<file path="config.mk">
export PLATFORM = sky130hd
export DESIGN_NAME = sbus_frame_decoder_top
export DESIGN_NICKNAME = d
export VERILOG_FILES = /design/src/hw/rtl/sbusfd_pkg.sv /design/src/hw/rtl/sbusfd_assembler.sv /design/src/hw/rtl/sbusfd_scaler.sv /design/src/hw/rtl/sbus_frame_decoder_top.sv
export SDC_FILE = /design/constraint.sdc
export NUM_CORES = 2
export LEC_CHECK = 0
export ABC_AREA = 1
export BUFFER_PORTS_ARGS = -buffer_cell sky130_fd_sc_hd__clkbuf_2
export CORE_ASPECT_RATIO = 1.2
export CORE_UTILIZATION = 60
export DETAILED_ROUTE_END_ITERATION = 8
export HOLD_SLACK_MARGIN = 0.08
export PLACE_DENSITY = 0.76
export SETUP_SLACK_MARGIN = 0.05
export SLEW_MARGIN = 25
export SYNTH_ARGS = -nofsm -noshare
export SYNTH_HDL_FRONTEND = slang
export SYNTH_HIERARCHICAL = 1
export SYNTH_SLANG_ARGS = --single-unit
</file>
<file path="constraint.sdc">
create_clock -name clk -period 7.4 [get_ports clk]
set_clock_uncertainty 0.05 [all_clocks]
set_input_delay 0.74 -clock clk [delete_from_list [all_inputs] [get_ports clk]]
set_output_delay 0.74 -clock clk [all_outputs]
set_load 0.05 [all_outputs]
</file>
<file path="src/hw/rtl/sbusfd_pkg.sv">
// shared types, constants and channel functions for the sbus frame decoder
package sbusfd_pkg;

  localparam int FrameBytes = 25;
  localparam int StoreDepth = 24;
  localparam int PosW       = $clog2(FrameBytes);
  localparam int ChanW      = 11;
  localparam int StickCount = 6;
  localparam int SwCount    = 4;

  localparam logic [7:0] HeaderByte = 8'h0F;
  localparam logic [7:0] FooterByte = 8'h00;

  localparam logic signed [1:0] SwAbove  = 2'sb11;
  localparam logic signed [1:0] SwBelow  = 2'sb01;
  localparam logic signed [1:0] SwCentre = 2'sb00;

  // above centre: floor((220*v + 130) / 261) through a reciprocal of 2^26 / 261
  localparam int            PosShift = 26;
  localparam int            PosRecip = 257123;
  localparam logic [25:0]   PosMul   = 26'(220 * PosRecip);
  localparam logic [39:0]   PosOff   = 40'(130 * PosRecip);
  // below centre: floor((169050 - 165*u) / 196) - 862 through 2^25 / 196
  localparam int            NegShift = 25;
  localparam int            NegRecip = 171197;
  localparam logic [25:0]   NegMul   = 26'(165 * NegRecip);
  localparam logic [39:0]   NegOff   = 40'(169050) * 40'(NegRecip);
  localparam logic [10:0]   NegBias  = 11'd862;
  localparam logic [10:0]   Centre   = 11'd1024;

  typedef struct packed {
    logic [StickCount-1:0][ChanW-1:0] stick;
    logic [SwCount-1:0][ChanW-1:0]    sw;
    logic                             lost;
    logic                             fsafe;
  } raw_frame_t;

  function automatic logic [ChanW-1:0] chan_field(logic [23:0] w, logic [2:0] sh);
    return w[sh +: ChanW];
  endfunction

  function automatic logic signed [ChanW-1:0] scale_stick(logic [ChanW-1:0] c);
    logic [ChanW-1:0] mag;
    logic [36:0]      term;
    logic [39:0]      acc;
    logic [39:0]      q;
    if (c[ChanW-1]) begin
      mag  = {1'b0, c[ChanW-2:0]};
      term = 37'(mag) * 37'(PosMul);
      acc  = PosOff + 40'(term);
      q    = acc >> PosShift;
      return q[ChanW-1:0];
    end else begin
      mag  = Centre - {1'b0, c[ChanW-2:0]};
      term = 37'(mag) * 37'(NegMul);
      acc  = NegOff - 40'(term);
      q    = acc >> NegShift;
      return q[ChanW-1:0] - NegBias;
    end
  endfunction

  function automatic logic signed [1:0] switch_sign(logic [ChanW-1:0] c);
    if (!c[ChanW-1]) begin
      return SwBelow;
    end else if (|c[ChanW-2:0]) begin
      return SwAbove;
    end else begin
      return SwCentre;
    end
  endfunction

endpackage

</file>
<file path="src/hw/rtl/sbusfd_assembler.sv">
// byte position tracking, frame store, header and footer check, raw channel register
module sbusfd_assembler (
  input  logic                   clk,
  input  logic                   rst,
  input  logic                   byte_valid,
  output logic                   byte_stall,
  input  logic [7:0]             data_byte,
  input  logic                   frame_start,
  output logic                   raw_valid,
  input  logic                   raw_stall,
  output sbusfd_pkg::raw_frame_t raw
);

  logic [sbusfd_pkg::PosW-1:0] byte_position;
  logic [sbusfd_pkg::PosW-1:0] byte_position_next;
  logic                        in_frame;
  logic                        in_frame_next;
  logic [7:0]                  frame_store [sbusfd_pkg::StoreDepth];
  logic                        accept;
  logic                        active;
  logic                        store_beat;
  logic                        last_beat;
  logic                        good;
  logic [sbusfd_pkg::PosW-1:0] pos_eff;
  sbusfd_pkg::raw_frame_t      raw_next;

  assign byte_stall = raw_valid && raw_stall;
  assign accept     = byte_valid && !byte_stall;
  assign pos_eff    = frame_start ? '0 : byte_position;
  assign active     = accept && (frame_start || in_frame);
  assign store_beat = active && (pos_eff < sbusfd_pkg::PosW'(sbusfd_pkg::StoreDepth));
  assign last_beat  = active && !store_beat;
  assign good       = last_beat && (frame_store[0] == sbusfd_pkg::HeaderByte)
                      && (data_byte == sbusfd_pkg::FooterByte);

  always_comb begin
    byte_position_next = byte_position;
    in_frame_next      = in_frame;
    if (store_beat) begin
      byte_position_next = pos_eff + 1'b1;
      in_frame_next      = 1'b1;
    end else if (last_beat) begin
      byte_position_next = '0;
      in_frame_next      = 1'b0;
    end
  end

  always_comb begin
    raw_next.stick[0] = sbusfd_pkg::chan_field({8'h00, frame_store[2], frame_store[1]}, 3'd0);
    raw_next.stick[1] = sbusfd_pkg::chan_field({8'h00, frame_store[3], frame_store[2]}, 3'd3);
    raw_next.stick[2] = sbusfd_pkg::chan_field(
                          {frame_store[5], frame_store[4], frame_store[3]}, 3'd6);
    raw_next.stick[3] = sbusfd_pkg::chan_field({8'h00, frame_store[6], frame_store[5]}, 3'd1);
    raw_next.stick[4] = sbusfd_pkg::chan_field({8'h00, frame_store[7], frame_store[6]}, 3'd4);
    raw_next.stick[5] = sbusfd_pkg::chan_field(
                          {frame_store[9], frame_store[8], frame_store[7]}, 3'd7);
    raw_next.sw[0]    = sbusfd_pkg::chan_field({8'h00, frame_store[10], frame_store[9]}, 3'd2);
    raw_next.sw[1]    = sbusfd_pkg::chan_field({8'h00, frame_store[11], frame_store[10]}, 3'd5);
    raw_next.sw[2]    = sbusfd_pkg::chan_field({8'h00, frame_store[13], frame_store[12]}, 3'd0);
    raw_next.sw[3]    = sbusfd_pkg::chan_field({8'h00, frame_store[14], frame_store[13]}, 3'd3);
    raw_next.lost     = frame_store[23][2];
    raw_next.fsafe    = frame_store[23][3];
  end

  always_ff @(posedge clk) begin
    if (rst) begin
      byte_position <= '0;
      in_frame      <= 1'b0;
    end else begin
      byte_position <= byte_position_next;
      in_frame      <= in_frame_next;
    end
  end

  always_ff @(posedge clk) begin
    if (store_beat) begin
      frame_store[pos_eff] <= data_byte;
    end
  end

  always_ff @(posedge clk) begin
    if (rst) begin
      raw_valid <= 1'b0;
    end else if (good) begin
      raw_valid <= 1'b1;
    end else if (!raw_stall) begin
      raw_valid <= 1'b0;
    end
  end

  always_ff @(posedge clk) begin
    if (good) begin
      raw <= raw_next;
    end
  end

  a_idle_pos_zero: assert property (@(posedge clk) disable iff (rst)
    !in_frame |-> byte_position == '0)
    else $error("byte position not cleared outside a frame");

  a_pos_in_range: assert property (@(posedge clk) disable iff (rst)
    byte_position <= sbusfd_pkg::PosW'(sbusfd_pkg::StoreDepth))
    else $error("byte position past last byte");

  a_good_loads_raw: assert property (@(posedge clk) disable iff (rst)
    good |=> raw_valid)
    else $error("good frame did not reach raw register");

  a_no_overwrite: assert property (@(posedge clk) disable iff (rst)
    raw_valid && raw_stall |-> !good)
    else $error("held raw frame overwritten");

endmodule

</file>
<file path="src/hw/rtl/sbusfd_scaler.sv">
// channel scaling, switch reduction and result register
module sbusfd_scaler (
  input  logic                   clk,
  input  logic                   rst,
  input  logic                   raw_valid,
  output logic                   raw_stall,
  input  sbusfd_pkg::raw_frame_t raw,
  output logic                   result_valid,
  input  logic                   result_stall,
  output logic signed [10:0]     stick_a,
  output logic signed [10:0]     stick_b,
  output logic signed [10:0]     stick_c,
  output logic signed [10:0]     stick_d,
  output logic signed [10:0]     aux_e,
  output logic signed [10:0]     aux_f,
  output logic signed [1:0]      switch_one,
  output logic signed [1:0]      switch_two,
  output logic signed [1:0]      switch_three,
  output logic signed [1:0]      switch_four,
  output logic                   lost_frame,
  output logic                   fail_safe
);

  logic take;

  assign raw_stall = result_valid && result_stall;
  assign take      = raw_valid && !raw_stall;

  always_ff @(posedge clk) begin
    if (rst) begin
      result_valid <= 1'b0;
    end else if (take) begin
      result_valid <= 1'b1;
    end else if (!result_stall) begin
      result_valid <= 1'b0;
    end
  end

  always_ff @(posedge clk) begin
    if (take) begin
      stick_a      <= sbusfd_pkg::scale_stick(raw.stick[0]);
      stick_b      <= sbusfd_pkg::scale_stick(raw.stick[1]);
      stick_c      <= sbusfd_pkg::scale_stick(raw.stick[2]);
      stick_d      <= sbusfd_pkg::scale_stick(raw.stick[3]);
      aux_e        <= sbusfd_pkg::scale_stick(raw.stick[4]);
      aux_f        <= sbusfd_pkg::scale_stick(raw.stick[5]);
      switch_one   <= sbusfd_pkg::switch_sign(raw.sw[0]);
      switch_two   <= sbusfd_pkg::switch_sign(raw.sw[1]);
      switch_three <= sbusfd_pkg::switch_sign(raw.sw[2]);
      switch_four  <= sbusfd_pkg::switch_sign(raw.sw[3]);
      lost_frame   <= raw.lost;
      fail_safe    <= raw.fsafe;
    end
  end

  a_take_loads: assert property (@(posedge clk) disable iff (rst)
    take |=> result_valid)
    else $error("raw frame taken but no result");

  a_switch_code: assert property (@(posedge clk) disable iff (rst)
    result_valid |-> switch_one != 2'sb10 && switch_two != 2'sb10
                     && switch_three != 2'sb10 && switch_four != 2'sb10)
    else $error("switch code out of range");

  a_stalled_hold: assert property (@(posedge clk) disable iff (rst)
    result_valid && result_stall |=> result_valid && $stable(stick_a) && $stable(fail_safe))
    else $error("stalled result changed");

endmodule

</file>
<file path="src/hw/rtl/sbus_frame_decoder_top.sv">
// SBUS frame decoder: takes one receiver byte per beat and gives one decoded frame
// per good 25-byte frame. A byte can be taken in every cycle while byte_stall is low;
// a beat on frame_start begins a new frame at byte 0 and drops any partial one. Bytes
// 0..23 go into a register store, byte 24 closes the frame: with header 0x0F and
// footer 0x00 the raw channels are latched into a raw register, and from there they
// are scaled into the result register once it holds no stalled result. The six stick
// channels are centred at 1024 and scaled to -862..+862 over the 11-bit range, the
// four switch channels come out as -1, 0 or +1, with the lost and failsafe flags of
// byte 23. Bad frames and bytes outside a frame give nothing. Only a result held
// under stall while another one waits in the raw register stalls the byte input.
module sbus_frame_decoder_top (
  input  logic               clk,
  input  logic               rst,
  input  logic               byte_valid,
  output logic               byte_stall,
  input  logic [7:0]         data_byte,
  input  logic               frame_start,
  output logic               result_valid,
  input  logic               result_stall,
  output logic signed [10:0] stick_a,
  output logic signed [10:0] stick_b,
  output logic signed [10:0] stick_c,
  output logic signed [10:0] stick_d,
  output logic signed [10:0] aux_e,
  output logic signed [10:0] aux_f,
  output logic signed [1:0]  switch_one,
  output logic signed [1:0]  switch_two,
  output logic signed [1:0]  switch_three,
  output logic signed [1:0]  switch_four,
  output logic               lost_frame,
  output logic               fail_safe
);

  logic                   raw_valid;
  logic                   raw_stall;
  sbusfd_pkg::raw_frame_t raw;

  sbusfd_assembler u_assembler (
    .clk         (clk),
    .rst         (rst),
    .byte_valid  (byte_valid),
    .byte_stall  (byte_stall),
    .data_byte   (data_byte),
    .frame_start (frame_start),
    .raw_valid   (raw_valid),
    .raw_stall   (raw_stall),
    .raw         (raw)
  );

  sbusfd_scaler u_scaler (
    .clk          (clk),
    .rst          (rst),
    .raw_valid    (raw_valid),
    .raw_stall    (raw_stall),
    .raw          (raw),
    .result_valid (result_valid),
    .result_stall (result_stall),
    .stick_a      (stick_a),
    .stick_b      (stick_b),
    .stick_c      (stick_c),
    .stick_d      (stick_d),
    .aux_e        (aux_e),
    .aux_f        (aux_f),
    .switch_one   (switch_one),
    .switch_two   (switch_two),
    .switch_three (switch_three),
    .switch_four  (switch_four),
    .lost_frame   (lost_frame),
    .fail_safe    (fail_safe)
  );

endmodule
</file>
Word level (Yosys, flattened, before mapping). Memory sizes are Yosys's and may differ from the RTL's. A register that Yosys moved wholly into a read port is not among the register bits. Cells that the tools add are included.

$add $sub $neg: 25. Multipliers: 12. Magnitude comparators: 1. Equality and inequality tests: 3. Mux-type cells: 21. Reduce and logical (&&, ||, !) cells: 19.

Operators by type and width (number): 25-bit by 36-bit adder with 37-bit output (first input constant) (6); 11-bit by 25-bit multiplier with 36-bit output (second input constant) (6); 35-bit by 36-bit subtractor with 36-bit output (first input constant) (6); 10-bit by 24-bit multiplier with 34-bit output (second input constant) (6); 11-bit two-way mux (6); 11-bit by 10-bit subtractor with 11-bit output (first input constant) (6); 11-bit by 10-bit subtractor with 11-bit output (second input constant) (6); 10-bit OR reduction (4); 5-bit two-way mux (3); 1-bit logical AND (9); 8-bit by 4-bit == test with 1-bit output (second input constant) (1); 8-bit zero test (1); 1-bit two-way mux (8); 2-bit two-way mux (4); 5-bit by 1-bit adder with 5-bit output (second input constant) (1); 5-bit less-than comparator (second input constant) (1); 1-bit zero test (3); 2-bit by 1-bit != test with 1-bit output (second input constant) (1); 2-bit != test (second input constant) (1); 2-bit nonzero test (1); 1-bit logical OR (1).

Register bits: 84. RAM bits: 192. Bits of input ports: 13. Output and inout bits: 78. Logic and storage cells: 98. Memories kept: 1.

Memories: u_assembler.frame_store (depth 24, bits a word 8, read ports 16, clocked after Yosys merged registers in 15, wr ports 1, RTL line sbusfd_assembler.sv:18) `logic [7:0] frame_store [sbusfd_pkg::StoreDepth];`.

Logic depth before layout (Yosys ltp).
Word-level depth: 11. Mapped depth: 39. Depth with buffers taken out: 38.

Hierarchy. The synthesis kept the hierarchy.

By module, submodules not included: sbusfd_scaler (instances 1, cells an instance 10000, area each 68110.3 um^2); sbusfd_assembler (instances 1, cells an instance 342, area each 7577.3 um^2).

Worst setup path before layout. Ideal clock, no wire load.

Path type: flip-flop to flip-flop. From: register, netlist name u_assembler/raw[46]. To: register u_scaler.stick_a[7], data pin. Data arrival time: 6.620 ns. Slack: 0.478 ns. Cell stages (with the launch flop): 30. Buffers on the path: 1. Clock period less this slack: 6.922 ns. Cells stage by stage: edfxtp_1 -> buf_2 -> inv_1 -> nand4_1 -> nor2_1 -> nand2_1 -> xor2_1 -> inv_1 -> ha_1 -> fa_1 -> inv_1 -> fa_1 -> inv_1 -> fa_1 -> fa_1 -> inv_1 -> ha_1 -> a21oi_1 -> o21ai_0 -> a21oi_1 -> nand4_1 -> nand2_1 -> ha_1 -> nand2_1 -> nor2_1 -> nand2_1 -> nand2_1 -> o21ai_0 -> nand2_1 -> nand2_1.

Cells in the longest elaborated chain, start to end: 5. Elaborated cells on any way between the ends: 7. Those cells by class: add/sub: 4; mul: 2; mux: 1.

Ends and longest elaborated chain: 11-bit by 10-bit subtractor with 11-bit output (RTL line sbusfd_pkg.sv:54) `mag = Centre - {1'b0, c[ChanW-2:0]};`; 11-bit by 25-bit multiplier with 36-bit output (RTL line sbusfd_pkg.sv:55) `term = 37'(mag) * 37'(NegMul);`; 35-bit by 36-bit subtractor with 36-bit output (RTL line sbusfd_pkg.sv:56) `acc = NegOff - 40'(term);`; 11-bit by 10-bit subtractor with 11-bit output (RTL line sbusfd_pkg.sv:58) `return q[ChanW-1:0] - NegBias;`; 11-bit two-way mux (*) (RTL line sbusfd_pkg.sv:47) `if (c[ChanW-1]) begin`; end signal: assignment (RTL line sbusfd_scaler.sv:41) `stick_a <= sbusfd_pkg::scale_stick(raw.stick[0]);`; end: declaration (RTL line sbusfd_scaler.sv:10) `output logic signed [10:0] stick_a,`.

Mark *: on every way between the ends. The rest lies on a longest branch, timed or not. A chain may end at the register's enable or synchronous reset.

Final worst setup path.
From: register, netlist name u_assembler/raw[59]. To: register u_scaler.stick_b[5], data pin.

Cells in the longest elaborated chain, start to end: 5. Elaborated cells on any way between the ends: 7. Those cells by class: add/sub: 4; mul: 2; mux: 1.

Ends and longest elaborated chain: 11-bit by 10-bit subtractor with 11-bit output (RTL line sbusfd_pkg.sv:54); 11-bit by 25-bit multiplier with 36-bit output (RTL line sbusfd_pkg.sv:55); 35-bit by 36-bit subtractor with 36-bit output (RTL line sbusfd_pkg.sv:56); 11-bit by 10-bit subtractor with 11-bit output (RTL line sbusfd_pkg.sv:58); 11-bit two-way mux (*) (RTL line sbusfd_pkg.sv:47); end signal: assignment (RTL line sbusfd_scaler.sv:42) `stick_b <= sbusfd_pkg::scale_stick(raw.stick[1]);`; end: declaration (RTL line sbusfd_scaler.sv:11) `output logic signed [10:0] stick_b,`.

Marks and branches as above.

==> summary.md <==
| Metric | Value |
|---|---|
| TritonRoute pass-1 iters | `7` |
| Post-place setup slack | `0.339 ns` |
| Largest net degree at the start of global routing | `89` |
| Worst path arrival time | `7.28 ns` |
| Final hold slack | `0.315 ns` |
| CTS Buf Count | `39` |
| DP HPWL | `186 mm` |
| Core ar. | `0.125 mm^2` |
| Seq/Total Area, Yosys | `0.124` |
| Synth Area per Inst | `7.32 um^2` |
| Power Total | `3970 uW` |
| Fin worst setup slack | `0.431 ns` |
| First-pass GRT wire length | `340 mm` |
| CTS tree | `yes` |
| WS Path Type | `flop to flop` |
| PortBufs | `90` |
| Post-synthesis cell count | `10300` |
| Root Driver | `clkbuf_16` |
| Top Family by Delay on Critical Path | `adder cells` |
| Unrepaired setup endpoints after global routing | `true` |
| DRT iter0 DRCs | `4066` |
| Synth-to-layout area growth | `6.05%` |
| Wirelength per Cell | `17.4 um` |
| Buf/Inv on CP | `5` |
| Finished Core Util | `0.642` |
| Total global routing overflow | `0` |
| Post-synthesis register bit count | `316` |
| Synth top cells by count | `nand2_1, inv_1, ha_1` |
| Top-area cell type share of the netlist area | `0.218` |
| Yosys warns | `6` |
| Top FF cell, synth | `edfxtp_1` |
| Final ANT Viol Nets | `0` |
| Worst setup EP type | `flop` |
| Die Ht | `391 um` |
| Register area | `0.00941 mm^2` |
| Initial antenna violation count | `3` |
| Number of diodes | `0` |
| Slew @ Worst Pin | `1.04 ns` |
| Fin crit period | `6.97 ns` |
| Final worst path period share | `0.942` |
| Final setup vio count | `0` |
| Fmax | `143 MHz` |
| Element type at the critical path start | `flop` |
| Syn_nets | `12500` |
| Ys async rst share | `0` |
| Worst EP required | `7.71 ns` |
| Initial Util | `0.605` |
| Synth top area cells | `ha_1, fa_1, nand2_1` |
| Final hold vios | `0` |
| Placed Cells | `12200` |
| DRT Wirelength | `213 mm` |
| CP max stage cell | `fa_1` |
| PwrDens | `49.4 mW/mm^2` |
| Die Wd | `326 um` |
| Most frequent CP cell | `nand2_1` |
| Clk Latency, worst-skew pair | `0.63 ns` |
| EDFF count, synth | `308` |
| Filler Cells Inserted | `11600` |
| Post-route insts no fill | `12200` |
| Leakage | `0.0449 uW` |
| Final Max Slew Viols | `0` |
| Crit path max fanout | `6` |
| Slowest stage delay, CP | `0.55 ns` |
| Rows | `142` |
| Most common cell in the netlist | `nand2_1` |
| DRC | `0` |
| Post-Syn Area | `0.0757 mm^2` |
| Nets | `12700` |
| Multi-input combinational cell area | `0.0562 mm^2` |
| Clock-pin slew on the worst setup and hold paths | `0.07 ns` |
| Clock Tree Buf Depth | `3` |
| Top Ports | `91` |
| Cell taking the most area after synthesis | `ha_1` |
| Vias in the first global route | `66100` |
| H-tree depth | `2` |
| Clk sinks | `316` |
| Synth unique cells | `51` |
| Max-cap violations | `0` |
| Fraction of layout cells with a size suffix above 1 | `0.0437` |
| Gpl congestion | `1.00` |
| Max-Slew Margin vs Limit | `0.304` |
| Via-per-instance ratio | `5.31` |
| Overall via count from detail_route | `64900` |
| Status | `finished clean` |
| Min-delay worst type | `input pin to flop` |
| Peak supply drop | `185 uV` |
| Die footprint | `0.128 mm^2` |
| All-Layer GR Usage | `0.337` |
## path summary, 6_finish.rpt
path                            startpoint                    end  slack, ns  depth (start not counted)
min                           result_stall  u_scaler/result_valid       0.32                          3
max reg2reg            u_assembler/raw[59]    u_scaler/stick_b[5]       0.43                         30
min reg2reg  u_assembler/frame_store[9][1]   u_assembler/raw[111]       0.36                          0
max                    u_assembler/raw[59]    u_scaler/stick_b[5]       0.43                         30
## routing by layer
layer	share of wire	track usage
met4	0.052	0.158
met5	0.000071	0
met1	0.40	0.397
met3	0.043	0.0302
met2	0.50	0.616
## stage by stage
stage | TNS [ns] | cell area, um^2
finish | 0 | 80300
global route | -0.0129 | 80300
CTS | 0 | 80100
detailed placement | 0 | 78900
global placement | 0 | 78800
floorplan | 0 | 75700
## cells in the final DEF, fill, tap and decap left out, types with 49 or more instances in the layout
cell type / n
a21oi_1: 355
buf_4: 95
clkbuf_2: 90
edfxtp_1: 308
fa_1: 810
ha_1: 1320
inv_1: 2661
nand2_1: 2694
nand3_1: 530
nand3b_1: 49
nand4_1: 125
nor2_1: 709
nor2_2: 63
nor3_1: 69
o21ai_0: 169
xnor2_1: 65
xor2_1: 93
## logic make-up (layout without fill, tap and decap cells)
family	count (synthesis)	in the layout	share of synthesized area
flip-flops	316	316	0.124
buffers and inverters	2699	2942	0.134
AO/OA/AOI/OAI	627	627	0.0445
adder cells (fa/ha/maj)	2130	2130	0.432
XOR/XNOR	163	163	0.0190
AND/OR/NAND/NOR	4407	4407	0.246
## repair_timing
| item | 4_1_cts | 5_1_grt |
|---|---|---|
| setup endpoints to repair | 0 | 11 |
| setup buffers | 0 | 8 |
| hold buffers | 0 | 0 |
| gates resized for setup | 0 | 13 |
## power breakdown
| part | internal (uW) | switching (uW) | leakage (uW) |
|---|---|---|---|
| logic | 7.64 | 38.3 | 0.0415 |
| registers | 1950 | 1.81 | 0.00285 |
| clock network | 1040 | 924 | 0.000617 |
| total | 3000 | 965 | 0.0449 |
## layout make-up
type,count,share of cell area
inverters,2686,0.126
clock buffers,44,0.0124
repair buffers,186,0.0147
clock inverters,26,0.00359
well taps,1656,0.0258
multi-input cells,7327,0.700
flip-flops and latches,316,0.117
## tightest hold or removal path: stages
cell and delay, ns:
clkbuf_2 0.08, nand2_1 0.07, a21oi_1 0.06
## flip-flops by register name, summed over array words and instances, names as in the netlist
signal	count
u_assembler/byte_position	5
u_assembler/frame_store	120
u_assembler/in_frame	1
u_assembler/raw	112
u_assembler/raw_valid	1
u_scaler/aux_e	11
u_scaler/aux_f	11
u_scaler/fail_safe	1
u_scaler/lost_frame	1
u_scaler/result_valid	1
u_scaler/stick_a	11
u_scaler/stick_b	11
u_scaler/stick_c	11
u_scaler/stick_d	11
u_scaler/switch_four	2
u_scaler/switch_one	2
u_scaler/switch_three	2
u_scaler/switch_two	2
(Power assumes the default switching activity.)
